==> src/rtl/core/pts_pkg.sv <==
// ----------------------------------------------------------------------------
// pts_pkg
// Shared types and constants of the priority task scheduler.
// ----------------------------------------------------------------------------
package pts_pkg;

    localparam logic [2:0] OP_CREATE     = 3'd0;
    localparam logic [2:0] OP_CREATE_IRQ = 3'd1;
    localparam logic [2:0] OP_DELAY      = 3'd2;
    localparam logic [2:0] OP_DELETE     = 3'd3;
    localparam logic [2:0] OP_TICK       = 3'd4;

    localparam logic [2:0] ST_SUSPENDED   = 3'd0;
    localparam logic [2:0] ST_READY       = 3'd1;
    localparam logic [2:0] ST_RUNNING     = 3'd2;
    localparam logic [2:0] ST_WAITING     = 3'd3;
    localparam logic [2:0] ST_INTERRUPTED = 3'd4;

    localparam logic [7:0] NEVER_PRIORITY = 8'd255;

    typedef struct packed {
        logic [2:0]  opcode;
        logic [2:0]  task_slot;
        logic [7:0]  task_priority_in;
        logic [23:0] entry_address;
        logic [23:0] caller_address;
        logic [15:0] delay_ticks;
    } in_word_t;

    typedef struct packed {
        logic        task_found;
        logic [2:0]  running_task;
        logic [23:0] resume_address;
        logic        timer_active;
    } out_word_t;

endpackage

==> src/rtl/core/pts_ram.sv <==
// ----------------------------------------------------------------------------
// pts_ram
// Generic single-port-write, single-port-read RAM with registered read.
// ----------------------------------------------------------------------------
module pts_ram #(
    parameter int WIDTH = 8,
    parameter int DEPTH = 8
) (
    input  logic                     aclk,
    input  logic                     wr_en,
    input  logic [$clog2(DEPTH)-1:0] wr_addr,
    input  logic [WIDTH-1:0]         wr_data,
    input  logic [$clog2(DEPTH)-1:0] rd_addr,
    output logic [WIDTH-1:0]         rd_data
);

    logic [WIDTH-1:0] mem [DEPTH];

    always_ff @(posedge aclk) begin
        if (wr_en) begin
            mem[wr_addr] <= wr_data;
        end
        rd_data <= mem[rd_addr];
    end

endmodule

==> src/rtl/core/priority_task_scheduler.sv <==
// ----------------------------------------------------------------------------
// priority_task_scheduler
// Task table of a small fixed-priority kernel with a scheduling pass.
// ----------------------------------------------------------------------------
// The input channel (s_) takes one operation word: create, create from an
// interrupt, delay or delete the current task, or a timer tick. The result
// channel (m_) returns one word per operation with the selected task, its
// resume address and whether any task is still delayed.
// Delay counters and resume addresses live in two RAMs with registered read.
// Small per-slot state (priority, state, delayed flag) is held in registers.
// A tick sweeps the delay RAM slot by slot, a read state then a write-back
// state for each slot. The scheduling pass searches one slot a cycle, then
// a final state takes the resume address and registers the result. A create
// that saves the caller into another slot first passes a second write state,
// and a tick first sweeps the delay RAM before the scheduling pass.
// One item is in work at a time; the next is accepted as soon as the result
// has moved into the output register, even while the receiver stalls. While
// that result waits, the next one holds in its last step and the input stops.
// After reset all slots are suspended with priority 255 and no task runs;
// enable_reg resets to one. The RAMs need no clearing pass.
// ----------------------------------------------------------------------------
module priority_task_scheduler #(
    parameter int TASK_COUNT = 8
) (
    input  logic                aclk,
    input  logic                aresetn,
    input  logic                s_valid,
    output logic                s_ready,
    input  pts_pkg::in_word_t   s_data,
    output logic                m_valid,
    input  logic                m_ready,
    output pts_pkg::out_word_t  m_data,
    input  logic                cfg_we,
    input  logic                cfg_wdata
);

    localparam int AW = $clog2(TASK_COUNT);
    localparam int CW = AW + 1;
    localparam logic [CW-1:0] LAST = CW'(TASK_COUNT - 1);

    typedef enum logic [2:0] {
        S_IDLE, S_TICK_RD, S_TICK_WR, S_SCAN, S_ADDR, S_DONE
    } state_t;

    state_t state_reg, state_next;
    pts_pkg::in_word_t in_reg, in_next;
    pts_pkg::out_word_t out_reg, out_next;
    logic out_valid_reg, out_valid_next;
    logic enable_reg;

    logic [7:0] prio_reg [TASK_COUNT];
    logic [7:0] prio_next [TASK_COUNT];
    logic [2:0] st_reg [TASK_COUNT];
    logic [2:0] st_next [TASK_COUNT];
    logic [TASK_COUNT-1:0] dly_reg, dly_next;
    logic [AW-1:0] cur_reg, cur_next;
    logic cur_valid_reg, cur_valid_next;
    logic [3:0] dcount_reg, dcount_next;
    logic [CW-1:0] idx_reg, idx_next;
    logic [7:0] minp_reg, minp_next;
    logic [AW-1:0] best_reg, best_next;
    logic best_ok_reg, best_ok_next;

    logic d_we, r_we;
    logic [AW-1:0] d_waddr, d_raddr, r_waddr, r_raddr;
    logic [15:0] d_wdata, d_rdata;
    logic [23:0] r_wdata, r_rdata;

    pts_ram #(.WIDTH(16), .DEPTH(TASK_COUNT)) u_delay_ram (
        .aclk(aclk), .wr_en(d_we), .wr_addr(d_waddr), .wr_data(d_wdata),
        .rd_addr(d_raddr), .rd_data(d_rdata)
    );

    pts_ram #(.WIDTH(24), .DEPTH(TASK_COUNT)) u_resume_ram (
        .aclk(aclk), .wr_en(r_we), .wr_addr(r_waddr), .wr_data(r_wdata),
        .rd_addr(r_raddr), .rd_data(r_rdata)
    );

    logic [15:0] dec;
    logic slot_ok;
    logic [AW-1:0] idx_a;
    logic [AW-1:0] slot_a;
    logic [AW-1:0] in_slot_a;
    logic [2:0] sc;
    logic elig;

    assign s_ready   = (state_reg == S_IDLE);
    assign m_valid   = out_valid_reg;
    assign m_data    = out_reg;
    assign dec       = d_rdata - 16'd1;
    assign idx_a     = idx_reg[AW-1:0];
    assign slot_a    = AW'(s_data.task_slot);
    assign in_slot_a = AW'(in_reg.task_slot);
    assign slot_ok   = ({2'b0, s_data.task_slot} < 5'(TASK_COUNT));
    assign sc        = st_reg[idx_a];
    assign elig      = (sc == pts_pkg::ST_READY) || (sc == pts_pkg::ST_RUNNING)
                       || (sc == pts_pkg::ST_INTERRUPTED);

    always_comb begin
        state_next     = state_reg;
        in_next        = in_reg;
        out_next       = out_reg;
        out_valid_next = out_valid_reg;
        prio_next      = prio_reg;
        st_next        = st_reg;
        dly_next       = dly_reg;
        cur_next       = cur_reg;
        cur_valid_next = cur_valid_reg;
        dcount_next    = dcount_reg;
        idx_next       = idx_reg;
        minp_next      = minp_reg;
        best_next      = best_reg;
        best_ok_next   = best_ok_reg;
        d_we = 1'b0; d_waddr = cur_reg; d_wdata = s_data.delay_ticks; d_raddr = idx_a;
        r_we = 1'b0; r_waddr = cur_reg; r_wdata = s_data.caller_address;

        if (out_valid_reg && m_ready) begin
            out_valid_next = 1'b0;
        end

        case (state_reg)
            S_IDLE: begin
                idx_next     = '0;
                minp_next    = pts_pkg::NEVER_PRIORITY;
                best_ok_next = 1'b0;
                if (s_valid && s_ready) begin
                    in_next    = s_data;
                    state_next = S_SCAN;
                    case (s_data.opcode)
                        pts_pkg::OP_CREATE, pts_pkg::OP_CREATE_IRQ: begin
                            if (s_data.opcode == pts_pkg::OP_CREATE && cur_valid_reg) begin
                                r_we = 1'b1;
                            end
                            if (slot_ok) begin
                                // A new task overrides any caller save to the same slot.
                                r_we              = 1'b1;
                                r_waddr           = slot_a;
                                r_wdata           = s_data.entry_address;
                                st_next[slot_a]   = pts_pkg::ST_READY;
                                prio_next[slot_a] = s_data.task_priority_in;
                            end
                        end
                        pts_pkg::OP_DELAY: begin
                            if (cur_valid_reg) begin
                                r_we = 1'b1;
                                d_we = 1'b1;
                                st_next[cur_reg] = pts_pkg::ST_WAITING;
                                if (!dly_reg[cur_reg]) begin
                                    dcount_next = dcount_reg + 4'd1;
                                end
                                dly_next[cur_reg] = 1'b1;
                            end
                        end
                        pts_pkg::OP_DELETE: begin
                            if (cur_valid_reg) begin
                                st_next[cur_reg] = pts_pkg::ST_SUSPENDED;
                            end
                        end
                        pts_pkg::OP_TICK: begin
                            state_next = S_TICK_RD;
                        end
                        default: begin
                        end
                    endcase
                    if (s_data.opcode == pts_pkg::OP_CREATE && cur_valid_reg && slot_ok
                        && slot_a != cur_reg) begin
                        // Two writes in one cycle: caller save goes first via a second pass.
                        r_waddr = cur_reg;
                        r_wdata = s_data.caller_address;
                        state_next = S_DONE;
                    end
                end
            end
            S_DONE: begin
                // Second write of a create: the new task's entry address.
                r_we       = 1'b1;
                r_waddr    = in_slot_a;
                r_wdata    = in_reg.entry_address;
                state_next = S_SCAN;
            end
            S_TICK_RD: begin
                d_raddr    = idx_a;
                state_next = S_TICK_WR;
            end
            S_TICK_WR: begin
                if (dly_reg[idx_a]) begin
                    d_we    = 1'b1;
                    d_waddr = idx_a;
                    d_wdata = dec;
                    if (dec == 16'd0) begin
                        dcount_next    = dcount_reg - 4'd1;
                        st_next[idx_a] = pts_pkg::ST_READY;
                        dly_next[idx_a] = 1'b0;
                    end
                end
                if (idx_reg == LAST) begin
                    idx_next   = '0;
                    state_next = S_SCAN;
                end else begin
                    idx_next   = idx_reg + CW'(1);
                    state_next = S_TICK_RD;
                end
            end
            S_SCAN: begin
                if (prio_reg[idx_a] < minp_reg && elig) begin
                    minp_next    = prio_reg[idx_a];
                    best_next    = idx_a;
                    best_ok_next = 1'b1;
                end
                if (idx_reg == LAST) begin
                    state_next = S_ADDR;
                end else begin
                    idx_next = idx_reg + CW'(1);
                end
            end
            S_ADDR: begin
                if (!out_valid_reg || m_ready) begin
                    out_next.timer_active = |dly_reg;
                    out_next.task_found     = 1'b0;
                    out_next.running_task   = '0;
                    out_next.resume_address = '0;
                    if (enable_reg) begin
                        if (best_ok_reg) begin
                            st_next[best_reg]      = pts_pkg::ST_RUNNING;
                            cur_next               = best_reg;
                            cur_valid_next         = 1'b1;
                            out_next.task_found     = 1'b1;
                            out_next.running_task   = 3'(best_reg);
                            out_next.resume_address = r_rdata;
                        end else begin
                            cur_valid_next = 1'b0;
                        end
                    end
                    out_valid_next = 1'b1;
                    state_next     = S_IDLE;
                end
            end
            default: begin
                state_next = S_IDLE;
            end
        endcase
        r_raddr = best_next;
    end

    always_ff @(posedge aclk) begin
        if (!aresetn) begin
            state_reg     <= S_IDLE;
            out_valid_reg <= 1'b0;
            enable_reg    <= 1'b1;
            dly_reg       <= '0;
            cur_reg       <= '0;
            cur_valid_reg <= 1'b0;
            dcount_reg    <= '0;
            idx_reg       <= '0;
            best_ok_reg   <= 1'b0;
            for (int k = 0; k < TASK_COUNT; k++) begin
                prio_reg[k] <= pts_pkg::NEVER_PRIORITY;
                st_reg[k]   <= pts_pkg::ST_SUSPENDED;
            end
        end else begin
            state_reg     <= state_next;
            out_valid_reg <= out_valid_next;
            if (cfg_we) begin
                enable_reg <= cfg_wdata;
            end
            dly_reg       <= dly_next;
            cur_reg       <= cur_next;
            cur_valid_reg <= cur_valid_next;
            dcount_reg    <= dcount_next;
            idx_reg       <= idx_next;
            best_ok_reg   <= best_ok_next;
            prio_reg      <= prio_next;
            st_reg        <= st_next;
        end
        in_reg   <= in_next;
        out_reg  <= out_next;
        minp_reg <= minp_next;
        best_reg <= best_next;
    end

    a_no_accept_busy: assert property (@(posedge aclk) disable iff (!aresetn)
        (state_reg != S_IDLE) |-> !s_ready)
        else $error("input accepted while busy");
    a_found_cur: assert property (@(posedge aclk) disable iff (!aresetn)
        $rose(m_valid) && m_data.task_found |-> cur_valid_reg
            && (3'(cur_reg) == m_data.running_task))
        else $error("current task disagrees with result");
    a_timer: assert property (@(posedge aclk) disable iff (!aresetn)
        (dly_reg == '0) |-> (dcount_reg == 4'd0) || (TASK_COUNT > 15))
        else $error("delayed count out of step");

endmodule
==> config.mk <==
export PLATFORM = sky130hd
export DESIGN_NAME = priority_task_scheduler
export DESIGN_NICKNAME = d
export VERILOG_FILES = /design/src/rtl/core/pts_pkg.sv /design/src/rtl/core/pts_ram.sv /design/src/rtl/core/priority_task_scheduler.sv
export SDC_FILE = /design/constraint.sdc
export NUM_CORES = 1
export LEC_CHECK = 0
export ABC_CLOCK_PERIOD_IN_PS = 6800
export CAP_MARGIN = 25
export CELL_PAD_IN_SITES_DETAIL_PLACEMENT = 0
export CELL_PAD_IN_SITES_GLOBAL_PLACEMENT = 1
export CORE_MARGIN = 2
export CORE_UTILIZATION = 40
export CTS_BUF_LIST = sky130_fd_sc_hd__clkbuf_16
export DETAILED_ROUTE_END_ITERATION = 10
export DONT_BUFFER_PORTS = 1
export PLACE_DENSITY_LB_ADDON = 0.1
export SLEW_MARGIN = 10
export SYNTH_ARGS = -nofsm -noshare
export SYNTH_HDL_FRONTEND = slang
export SYNTH_HIERARCHICAL = 1
export SYNTH_SLANG_ARGS = --single-unit
==> constraint.sdc <==
create_clock -name aclk -period 6.8 [get_ports aclk]
set_input_delay 1.36 -clock aclk [delete_from_list [all_inputs] [get_ports aclk]]
set_output_delay 1.36 -clock aclk [all_outputs]
set_load 0.01 [all_outputs]
**Word level (Yosys, flattened, before mapping)**

Memories as Yosys holds them, arrays and structs flattened. A register that Yosys moved wholly into a read port is not among the register bits.
Cells that the tools add are included.

- Flip-flop bits (word level): 177
- Memory bits (writable): 320
- Input bits: 84
- Output and inout port bits: 31
- Word-level logic and storage cells: 217
- Memories kept: 2

- Add/sub/neg operators: 2
- Magnitude comparators: 13
- Equality and inequality tests: 28
- Multiplexer cells: 84
- Bitwise gates (word level): 21
- Reductions and logical operators: 35

Memories:

| memory | words | width | rd ports | clocked after memory_dff | wr ports | line | RTL |
|---|---|---|---|---|---|---|---|
| u_resume_ram.mem | 8 | 24 | 1 | 1 | 1 | pts_ram.sv:17 | `logic [WIDTH-1:0] mem [DEPTH];` |
| u_delay_ram.mem | 8 | 16 | 1 | 1 | 1 | pts_ram.sv:17 |  |

Operator list:

| kind | count |
|---|---|
| $mux 24 | 11 |
| $pmux 24 s3 | 2 |
| $mux 8 | 9 |
| $bwmux 64 | 1 |
| $mux 3 | 17 |
| $and 16x16->16 | 3 |
| $not 16->16 | 3 |
| $pmux 24 s2 | 1 |
| $demux 3 s3 | 4 |
| $mux 16 | 2 |
| $or 8x8->8 | 4 |
| $pmux 8 s2 | 2 |
| $mux 28 | 1 |
| $and 24x24->24 | 1 |
| $bmux 8 s3 | 1 |
| $demux 8 s3 | 1 |
| $not 24->24 | 1 |
| $pmux 3 s6 | 1 |
| $mux 1 | 17 |
| $and 8x8->8 | 2 |
| $ge 4x4->1 const B | 4 |
| $logic_not 16->1 | 1 |
| $lt 4x1->1 const B | 4 |
| $ne 2x2->1 const B | 8 |
| other kinds (37) | 82 |

**Depth between registers and ports, before layout**

Gate-level depths: netlist of the first run.

- Depth in word-level cells: 11
- Gate-level depth with buffers: 19
- Gate-level depth less buffers: 14

**Modules after synthesis**

Netlist of the first run, hierarchy kept.

Modules (own cells, without submodules):

| module | instances | cells an instance | area each (um2) | sequential area each (um2) |
|---|---|---|---|---|
| priority_task_scheduler | 1 | 1100 | 9449.1 | 4184.0 |
| pts_ram at u_resume_ram | 1 | 314 | 7797.5 | 6246.0 |
| pts_ram at u_delay_ram | 1 | 214 | 5293.8 | 4164.0 |

**Worst setup path after synthesis of the first run**

OpenSTA, ideal clock, no wires.

- Path kind: input-to-reg
- Start: input s_data[72] in the netlist's numbering
- End: memory u_resume_ram.mem[4][0], enable pin
- Data arrival time: 4.858 ns
- Data required time: 6.365 ns
- Path slack: 1.507 ns
- Stages: 10
- Cells stage by stage: clkbuf_1 xor2_1 o311ai_0 and2_1 clkbuf_1 clkbuf_1 a22oi_1 nand2_1 nand2_1 nor3_1

- Word-level cells in the longest chain between the ends: 5
- Elaborated cells between the ends (all ways): 6

RTL lines:

| what | line | RTL |
|---|---|---|
| start: declaration | priority_task_scheduler.sv:29 | `input pts_pkg::in_word_t s_data,` |
| $ne 3x3->1 | priority_task_scheduler.sv:166 | `&& slot_a != cur_reg) begin` |
| $logic_and 1x1->1 | priority_task_scheduler.sv:166 |  |
| $mux 3 | priority_task_scheduler.sv:165 | `if (s_data.opcode == pts_pkg::OP_CREATE && cur_valid_reg && slot_ok` |
| $mux 3 | priority_task_scheduler.sv:126 | `if (s_valid && s_ready) begin` |
| $pmux 3 s2 | priority_task_scheduler.sv:121 | `case (state_reg)` |
| via r_waddr[2] | priority_task_scheduler.sv:65 | `logic [AW-1:0] d_waddr, d_raddr, r_waddr, r_raddr;` |
| end: declaration | pts_ram.sv:17 |  |

The timed path passes the listed nets, and every way through them passes these cells.

**Worst setup path after layout of the first run**

- Start: register idx_reg[0]
- End: register u_resume_ram.rd_data[7] (read register of u_resume_ram.mem)

- Word-level cells in the longest chain between the ends: 10
- Elaborated cells between the ends (all ways): 16

RTL lines:

| what | line | RTL |
|---|---|---|
| start: declaration | priority_task_scheduler.sv:59 | `logic [CW-1:0] idx_reg, idx_next;` |
| start signal: assignment | priority_task_scheduler.sv:270 | `idx_reg <= idx_next;` |
| $not 3->4 (not written as such) * | priority_task_scheduler.sv:95, priority_task_scheduler.sv:205 |  |
| branches (longest 6 deep; another with $lt 8x8->1) | -- |  |
| $logic_and 1x1->1 * | priority_task_scheduler.sv:205 | `if (prio_reg[idx_a] < minp_reg && elig) begin` |
| $mux 3 * | priority_task_scheduler.sv:205 |  |
| $mux 3 * | priority_task_scheduler.sv:121 |  |
| via best_next[2] | priority_task_scheduler.sv:61 | `logic [AW-1:0] best_reg, best_next;` |
| end: declaration | pts_ram.sv:14 | `output logic [WIDTH-1:0] rd_data` |

Mark *: on every way through the listed nets, which the timed path passes. The select of a mux whose other input is x is not followed.
A chain may end at the register's enable or synchronous reset.

==> out/qor.yml, run 1 <==
slew_headroom_pct: 27.8
vias: 13400
hpwl_um: 36500
drt-pass1-iter-count: 5
nets: 1711
pre_cts_slack_ns: 1.73
layout-drive-gt1-share_pct: 15.3
start_kind: "register"
worst_pin_slew_ns: 1.08
postCtsSetupBuffers: 0
synth_top_area_share_pct: 51.2
syn_area_um2: 22500
p_leak_uw: 0.00857
path_cells: "nand2_1 > nor2_1 > a221oi_1 > nand2_1 > ha_1 > a211oi_1 > nor2_1 > nor4_1 > o31ai_1 > a211oi_1 > buf_4 > mux2_2 > buf_4 > mux4_2 > mux2_2"
powerDensity_nw_per_um2: 276
max_stage_delay_ns: 0.72
async_reset_ff_share_pct: 0
largest_reg_flops: 192
diodes: 0
dp.cells: 2310
viasPerCell: 5.53
dr.first_iter.drc_count: 1047
post-route-drc-count: 0
synth-edff-count: 384
gr-total-overflow: 0
crit_buf_inv: 2
row_count: 87
clock_latency_ns: 0.62
layout_worst_path_cycle_share_pct: 74.4
max_freq_mhz: 198
critPathMaxFanout: 28
synth-seq-area-share_pct: 64.7
synthCells: 1628
cts.path.max_buffers: 3
postRouteAntennaNets: 0
dieArea_um2: 58300
numCtsBuffers: 57
ioPinCount: 115
p_sw_share_pct: 22.2
clock_skew_ns: 0.0211
die_x_um: 241
cts_resized: 0
drv_slew: 0
p_int_uw: 5410
finalWorstSetupSlack_ns: 1.74
start_util_pct: 40.2
setup_tns_ns: 0
finalCriticalPeriod_ns: 5.06
cts.sink_count: 537
setup-violations-final: 0
rsz0062_at_grt: "no"
comb_power_share_pct: 5.6
ys.flop_type: "edfxtp_1"
synth_top_cells_by_area: "edfxtp_1 (51%), dfxtp_1 (14%), mux4_2 (5.3%)"
finalHoldViolCount: 0
tritoncts: "yes"
yosysTopAreaCell: "edfxtp_1"
ys_types: 82
nFillCells: 5039
power_uw: 6950
fp.dieH_um: 241
cp-end-kind: "register"
avgSynthCellArea_um2: 13.8
wl_per_cell_um: 24.1
antenna_found_initial: 1
clk_pin_slew_ns: 0.06
place.gp.congestion: 0.817
required_ns: 7.30
outcome: "finished clean"
clockPowerShare_pct: 42.6
yosysWarnings: 6
hp-class: "register to register"
synthTopCellsByCount: "edfxtp_1 (384), nand2_1 (241), dfxtp_1 (153)"
drv_cap: 0
worstSetupPathType: "register to register"
vdd_drop_max_uv: 202
post_dp_cell_area_um2: 23300
postCtsHoldBufs: 0
crit_arrival_ns: 5.55
grt_max_degree: 105
stdcell_area_um2: 25200
core_um2: 56100
p_switching_uw: 1540
finalWirelength_um: 58400
io_buffer_count: 0
yosysMostFrequentCell: "edfxtp_1"
area_growth_pct: 11.6
crit_family: "simple AND/OR/NAND/NOR gates"
fin_cells: 2422
clockRootBuffer: "clkbuf_16"
seq_power_share_pct: 51.8
grt_pass1_vias: 13600
synth_nets: 1722
cp_slowest_cell: "dfxtp_2"
htreeDepth: 2
grt_pass1_wl_um: 87500
track_usage_pct: 20.3
synth-seq-cells: 537
kinds of logic after synthesis:
kind of cell             count (synthesis)  share of synthesized area, %
AO/OA/AOI/OAI                          230                          7.02
multiplexers                           184                          13.6
XOR/XNOR                                17                         0.661
adder cells (fa/ha/maj)                 10                         0.555
flip-flops                             537                          64.7
buffers and inverters                  125                          2.47
AND/OR/NAND/NOR                        525                          10.9
tightest hold or removal path: cells and delay by family, from the launching register on:
family / cells / cell delay [ns]
DFF: 1 / 0.31
AOI/OAI and AO/OA: 1 / 0.03
and+or+nand+nor: 1 / 0.05
stage by stage:
step | util [%] | hold WS (ns)
floorplan | - | 0.411
global placement | 41.6 | 0.426
detailed placement | 41.6 | 0.423
CTS | 44.8 | 0.433
global route | 44.9 | 0.458
finish | 44.9 | 0.437
power groups by stage:
stage	clock network, µW	logic (µW)	registers [µW]
final	2960	390	3600
after global routing	3160	429	3600
after CTS	3040	396	3600
after detailed placement	0	395	3670
after global placement	0	389	3670
after floorplan	0	327	3640
final timing paths:
check | startpoint | end | slack (ns) | cells after the start
worst max-delay path | idx_reg[0]$_SDFFE_PN0P_ | u_resume_ram/rd_data[7]$_DFF_P_ | 1.74 | 15
worst min-delay path | st_reg[20]$_SDFFE_PN0P_ | st_reg[20]$_SDFFE_PN0P_ | 0.44 | 2
worst max register to register | idx_reg[0]$_SDFFE_PN0P_ | u_resume_ram/rd_data[7]$_DFF_P_ | 1.74 | 15
worst min register to register | st_reg[20]$_SDFFE_PN0P_ | st_reg[20]$_SDFFE_PN0P_ | 0.44 | 2
final cells by class:
type,instances,area [µm²],area share [%]
Clock buffer,59,1480,5.87
Clock inverter,49,313,1.24
Inverter,17,63.8,0.254
Multi-Input combinational cell,966,7460,29.6
Sequential cell,537,14600,58.0
Tap cell,756,946,3.76
Timing Repair Buffer,38,303,1.20
per-layer routing:
metal  GRT usage, %  wire length [µm]  up-vias
met3           2.97              2510       66
met4           5.24              1030        0
met5              0                 0        -
met1           27.0             25800     6818
li1               -                 -     6213
met2           34.9             29100      307
cells in the final DEF (no fill, tap or decap), types with 16 or more instances in the layout:
| master | netlist | routed |
|---|---|---|
| edfxtp_1 | 384 | 384 |
| nand2_1 | 241 | 241 |
| and3_1 | 34 | 34 |
| clkbuf_16 | 0 | 59 |
| mux4_1 | 28 | 28 |
| or3_1 | 16 | 16 |
| clkinv_1 | 0 | 16 |
| nor2_1 | 70 | 60 |
| nand3_1 | 53 | 53 |
| a22oi_1 | 29 | 29 |
| nor3_1 | 29 | 25 |
| mux2i_1 | 50 | 50 |
| mux2_2 | 39 | 38 |
| inv_1 | 17 | 35 |
| mux4_2 | 53 | 53 |
| buf_4 | 0 | 32 |
| o21ai_0 | 45 | 45 |
| nand2b_1 | 20 | 19 |
| o22ai_1 | 19 | 19 |
| a21oi_1 | 30 | 30 |
| dfxtp_1 | 153 | 150 |
(Power assumes the default switching activity.)
==> run 2, diff against run 1 <==
--- a/config.mk
+++ b/config.mk
@@ -5,7 +5,7 @@
 export SDC_FILE = /design/constraint.sdc
 export NUM_CORES = 1
 export LEC_CHECK = 0
-export ABC_CLOCK_PERIOD_IN_PS = 6800
+export ABC_CLOCK_PERIOD_IN_PS = 5000
 export CAP_MARGIN = 25
 export CELL_PAD_IN_SITES_DETAIL_PLACEMENT = 0
 export CELL_PAD_IN_SITES_GLOBAL_PLACEMENT = 1
==> constraint.sdc (replaced) <==
create_clock -name aclk -period 5 [get_ports aclk]
set_input_delay 1 -clock aclk [delete_from_list [all_inputs] [get_ports aclk]]
set_output_delay 1 -clock aclk [all_outputs]
set_load 0.01 [all_outputs]
==> out/qor.yml, run 2 (synthesized netlist as in run 1, its figures left out) <==
fp.dieH_um: 241  # unchanged
slew_headroom_pct: 34.2  # +6.3 points
crit_buf_inv: 2  # unchanged
antenna_found_initial: 0  # -1
fin_util_pct: 45.2  # +0.33 points
post-route-drc-count: 0  # unchanged
max_freq_mhz: 219  # +11%
cts.sink_count: 537  # unchanged
clock_latency_ns: 0.61  # about the same
numCtsBuffers: 56  # -1.8%
grt_pass1_wl_um: 86400  # -1.2%
stdcell_area_um2: 25300  # +0.74%
rsz0062_at_grt: "no"
largest_reg_flops: 192  # unchanged
finalHoldViolCount: 0  # unchanged
dr.first_iter.drc_count: 1109  # +5.9%
powerDensity_nw_per_um2: 377  # +36%
min_path_cells: 2  # unchanged
die_x_um: 241  # unchanged
start_util_pct: 40.2  # unchanged
area_growth_pct: 12.4
row_count: 87  # unchanged
layout-drive-gt1-share_pct: 16.3  # +0.98 points
clock_skew_ns: 0.0155  # -0.00566 ns
finalCriticalPeriod_ns: 4.57  # -0.487 ns
min_to: "st_reg[17]$_SDFFE_PN0P_"
cts.path.max_buffers: 3  # unchanged
clockRootBuffer: "clkbuf_16"
worst_pin_slew_ns: 0.980  # -0.0962 ns
min_from: "st_reg[17]$_SDFFE_PN0P_"
core_um2: 56100  # unchanged
crit_family: "multiplexers"
wl_per_cell_um: 24.0  # -0.62%
grt_max_degree: 105  # unchanged
finalWirelength_um: 58300  # -0.21%
critPathMaxFanout: 26  # -7.1%
drv_slew: 0  # unchanged
setup_tns_ns: 0  # unchanged
final_cell_mix: "edfxtp_1 (384), nand2_1 (241), dfxtp_1 (150), nor2_1 (60), clkbuf_16 (56)"
outcome: "finished clean"
drt-pass1-iter-count: 5  # unchanged
rr_endpoint: "u_resume_ram/rd_data[5]$_DFF_P_"
cp-end-kind: "register"
gr-total-overflow: 0  # unchanged
path_cells: "mux2_2 > a221oi_1 > o21ai_1 > ha_1 > or4b_2 > a211oi_1 > o31ai_1 > a211oi_1 > buf_4 > mux2_4 > buf_12 > mux4_2 > mux2_2"
post_dp_cell_area_um2: 23500  # +0.75%
r2r_cells: 13  # -2
p_leak_uw: 0.00865  # +0.92%
crit_arrival_ns: 5.06  # -0.49 ns
place.gp.congestion: 0.819  # +0.24%
postRouteAntennaNets: 0  # unchanged
r2r_slack_ns: 0.43  # -1.31 ns
layout_worst_path_cycle_share_pct: 91.4  # +17 points
nets: 1724  # +0.76%
dieArea_um2: 58300  # unchanged
max_stage_delay_ns: 0.67  # -0.05 ns
diodes: 0  # unchanged
layout_commonest_cell: "edfxtp_1"
tritoncts: "yes"
start_kind: "register"
clk_pin_slew_ns: 0.06  # about the same
track_usage_pct: 20.1  # -0.16 points
hpwl_um: 36500  # about the same
r2r_start: "idx_reg[2]$_SDFFE_PN0P_"
vias: 13500  # +0.61%
required_ns: 5.49  # -1.81 ns
io_buffer_count: 0  # unchanged
viasPerCell: 5.55  # +0.20%
grt_pass1_vias: 13400  # -1.2%
htreeDepth: 2  # unchanged
drv_cap: 0  # unchanged
postCtsHoldBufs: 0  # unchanged
postCtsSetupBuffers: 0  # unchanged
power_uw: 9550  # +37%
worstSetupPathType: "register to register"
vdd_drop_max_uv: 320  # +58%
cp_slowest_cell: "or4b_2"
setup-violations-final: 0  # unchanged
cts_resized: 0  # unchanged
ioPinCount: 115  # unchanged
hp-class: "register to register"
run 2: cell count changes in the layout (fill, tap and decap cells not counted):
cell and change:
buf_4 +12, inv_1 -5, buf_12 +4, bufinv_16 +4, clkinv_2 +4, clkbuf_16 -3
clkinv_1 -3, buf_2 -2, clkinv_4 -1, clkinvlp_4 +1, inv_6 -1
run 2: per-layer routing:
layer | routed length (µm) | track usage [%] | vias up
met5 | 0 | 0 | -
met4 | 1390 | 5.84 | 0
li1 | - | - | 6229
met2 | 27900 | 33.1 | 355
met3 | 2990 | 3.51 | 93
met1 | 25900 | 27.4 | 6809
run 2: tightest hold or removal path: stages, from the launching register on:
cell and delay, ns:
dfxtp_1 0.31, nand2_1 0.05, a21oi_1 0.03
run 2: worst max-delay path by stage:
stage                                  startpoint                          endpoint  slack, ns  depth (start not counted)
after floorplan           idx_reg[2]$_SDFFE_PN0P_  u_resume_ram/rd_data[15]$_DFF_P_       0.04                         17
after global placement    idx_reg[2]$_SDFFE_PN0P_   u_resume_ram/rd_data[9]$_DFF_P_       0.47                         13
after detailed placement  idx_reg[2]$_SDFFE_PN0P_  u_resume_ram/rd_data[14]$_DFF_P_       0.45                         13
after CTS                 idx_reg[2]$_SDFFE_PN0P_  u_resume_ram/rd_data[14]$_DFF_P_       0.42                         13
after global routing      idx_reg[0]$_SDFFE_PN0P_   u_resume_ram/rd_data[5]$_DFF_P_       0.11                         15
final                     idx_reg[2]$_SDFFE_PN0P_   u_resume_ram/rd_data[5]$_DFF_P_       0.43                         13
run 2: report_power, final:
part	switching, µW	internal, µW
combinational	316	239
clock	1720	2390
sequential	43.8	4840
total	2080	7470
run 2: final cells by class:
type                       instances  area [µm²]
inverter                          17        63.8
multi-input combinational        966        7460
clock inverter                    48         413
fill                            4988       30700
tap                              756         946
timing repair buffer              52         463
clock buffer                      56        1400
sequential                       537       14600
run 2: stage by stage:
stage          hold slack, ns  setup WS [ns]  cells
6_report                0.431          0.430   2432
5_1_grt                 0.450          0.111   2432
4_1_cts                 0.432          0.416   2431
3_5_place_dp            0.422          0.452   2327
3_3_place_gp            0.421          0.471   2324
2_1_floorplan           0.411         0.0368   1628
==> run 3, diff against run 2 <==
--- a/config.mk
+++ b/config.mk
@@ -14,7 +14,7 @@
 export CTS_BUF_LIST = sky130_fd_sc_hd__clkbuf_16
 export DETAILED_ROUTE_END_ITERATION = 10
 export DONT_BUFFER_PORTS = 1
-export PLACE_DENSITY_LB_ADDON = 0.1
+export PLACE_DENSITY = 0.71
 export SLEW_MARGIN = 10
 export SYNTH_ARGS = -nofsm -noshare
 export SYNTH_HDL_FRONTEND = slang
==> out/qor.yml, run 3 (synthesized netlist as in run 1, its figures left out) <==
p_switching_uw: 2100  # +0.81%
layout_commonest_cell: "edfxtp_1"
crit_arrival_ns: 5.07  # about the same
nets: 1726  # +0.12%
grt_pass1_vias: 13700  # +2.0%
finalCriticalPeriod_ns: 4.58  # +0.0116 ns
hpwl_um: 35000  # -4.1%
critPathMaxFanout: 39  # +50%
die_x_um: 241  # unchanged
clockRootBuffer: "clkbuf_16"
worstSetupPathType: "register to register"
dp.cells: 2329  # +0.086%
layout_worst_path_cycle_share_pct: 91.6  # +0.23 points
slew_headroom_pct: 32.2  # -2.0 points
postCtsSetupBuffers: 0  # unchanged
viasPerCell: 5.60  # +0.96%
outcome: "finished clean"
layout-drive-gt1-share_pct: 16.5  # +0.22 points
postRouteAntennaNets: 0  # unchanged
htreeDepth: 2  # unchanged
fin_cells: 2434  # +0.082%
required_ns: 5.49  # about the same
post_dp_cell_area_um2: 23500  # -0.18%
start_kind: "register"
setup-violations-final: 0  # unchanged
track_usage_pct: 19.3  # -0.83 points
clk_pin_slew_ns: 0.07  # about the same
numCtsBuffers: 54  # -3.6%
start_util_pct: 40.2  # unchanged
grt_pass1_wl_um: 84200  # -2.6%
dr.first_iter.drc_count: 1192  # +7.5%
fp.dieH_um: 241  # unchanged
finalHoldViolCount: 0  # unchanged
max_freq_mhz: 218  # -0.25%
cts.path.max_buffers: 3  # unchanged
p_int_uw: 7300  # -2.3%
r2r_slack_ns: 0.42  # about the same
clockPowerShare_pct: 42.2  # -0.8 points
stdcell_area_um2: 25300  # -0.18%
post-route-drc-count: 0  # unchanged
gr-total-overflow: 0  # unchanged
place.gp.congestion: 0.857  # +4.6%
finalWirelength_um: 56000  # -4.0%
p_sw_share_pct: 22.3  # +0.55 points
clock_latency_ns: 0.62  # about the same
tritoncts: "yes"
drv_slew: 0  # unchanged
antenna_found_initial: 0  # unchanged
diodes: 0  # unchanged
hp-class: "register to register"
grt_max_degree: 105  # unchanged
core_um2: 56100  # unchanged
drv_cap: 0  # unchanged
cp-end-kind: "register"
max_stage_delay_ns: 0.67  # about the same
io_buffer_count: 0  # unchanged
rsz0062_at_grt: "no"
cp_slowest_cell: "or4b_2"
seq_power_share_pct: 52.0  # +0.8 points
vias: 13600  # +1.0%
cts.sink_count: 537  # unchanged
p_leak_uw: 0.00861  # -0.46%
clock_skew_ns: 0.0302  # +0.0148 ns
nFillCells: 4929  # -1.2%
final_cell_mix: "edfxtp_1 (384), nand2_1 (241), dfxtp_1 (150), nor2_1 (61), clkbuf_16 (55)"
postCtsHoldBufs: 0  # unchanged
comb_power_share_pct: 5.8  # about the same
largest_reg_flops: 192  # unchanged
powerDensity_nw_per_um2: 371  # -1.5%
area_growth_pct: 12.2
drt-pass1-iter-count: 6  # +1
vdd_drop_max_uv: 255  # -20%
worst_pin_slew_ns: 1.01  # +0.0314 ns
ioPinCount: 115  # unchanged
row_count: 87  # unchanged
setup_tns_ns: 0  # unchanged
cts_resized: 0  # unchanged
dieArea_um2: 58300  # unchanged
path_cells: "nor2_1 > a221oi_1 > o21ai_1 > ha_1 > or4b_2 > a211oi_1 > o31ai_1 > a211oi_1 > buf_4 > mux2_4 > buf_16 > mux4_2 > mux2_4"
wl_per_cell_um: 23.0  # -4.0%
[run 3: cell types whose count changed in the layout (fill, tap and decap cells not counted), moves of 2 or more]
cell	before	now
buf_12	6	2
buf_16	0	2
buf_4	44	51
bufinv_16	7	4
clkinv_1	13	11
clkinv_2	12	10
clkinvlp_4	2	8
inv_1	30	28
[run 3: critical path, delay by kind of cell (launching register included)]
kind,cells,cell delay (ns)
muxes,3,1.16
and+or+nand+nor,2,0.88
DFF,1,0.60
buffers and inverters,2,0.52
adders and majority gates,1,0.21
AOI/OAI and AO/OA,5,1.05
[run 3: worst paths after layout]
| check | cells after the start | from | to |
|---|---|---|---|
| worst min register to register | 2 | st_reg[23]$_SDFFE_PN0P_ | st_reg[23]$_SDFFE_PN0P_ |
| worst min-delay path | 2 | st_reg[23]$_SDFFE_PN0P_ | st_reg[23]$_SDFFE_PN0P_ |
| worst max register to register | 13 | idx_reg[1]$_SDFFE_PN0P_ | u_resume_ram/rd_data[10]$_DFF_P_ |
| worst max-delay path | 13 | idx_reg[1]$_SDFFE_PN0P_ | u_resume_ram/rd_data[10]$_DFF_P_ |
[run 3: layer usage]
layer | GRT usage, % | vias up | share of wire [%]
met1 | 25.7 | 6842 | 43
li1 | - | 6218 | -
met5 | 0 | - | 0
met3 | 3.90 | 88 | 6.2
met4 | 5.85 | 0 | 2.6
met2 | 31.9 | 479 | 48
[run 3: cell type report]
class / count / area (µm²) / share of cell area, %
sequential: 537 / 14600 / 57.7
clock inverter: 47 / 382 / 1.51
clock buffer: 55 / 1380 / 5.44
inverter: 17 / 63.8 / 0.252
multi-input combinational: 966 / 7450 / 29.4
timing repair buffer: 56 / 483 / 1.91
tap: 756 / 946 / 3.74
[run 3: through the flow]
stage	setup slack, ns	utilization, %	power, µW	hold slack (ns)
6_report	0.418	45.1	9390	0.438
5_1_grt	0.124	45.1	9710	0.437
4_1_cts	0.147	45.0	9490	0.433
3_5_place_dp	0.204	41.9	5520	0.430
3_3_place_gp	0.314	41.9	5510	0.421
2_1_floorplan	0.0368	-	5400	0.411
[run 3: power groups by stage]
stage / registers, µW / logic [µW] / clock network [µW]
floorplan: 4960 / 445 / 0
global placement: 4980 / 530 / 0
detailed placement: 4980 / 541 / 0
CTS: 4890 / 545 / 4060
global route: 4890 / 596 / 4220
finish: 4890 / 547 / 3960
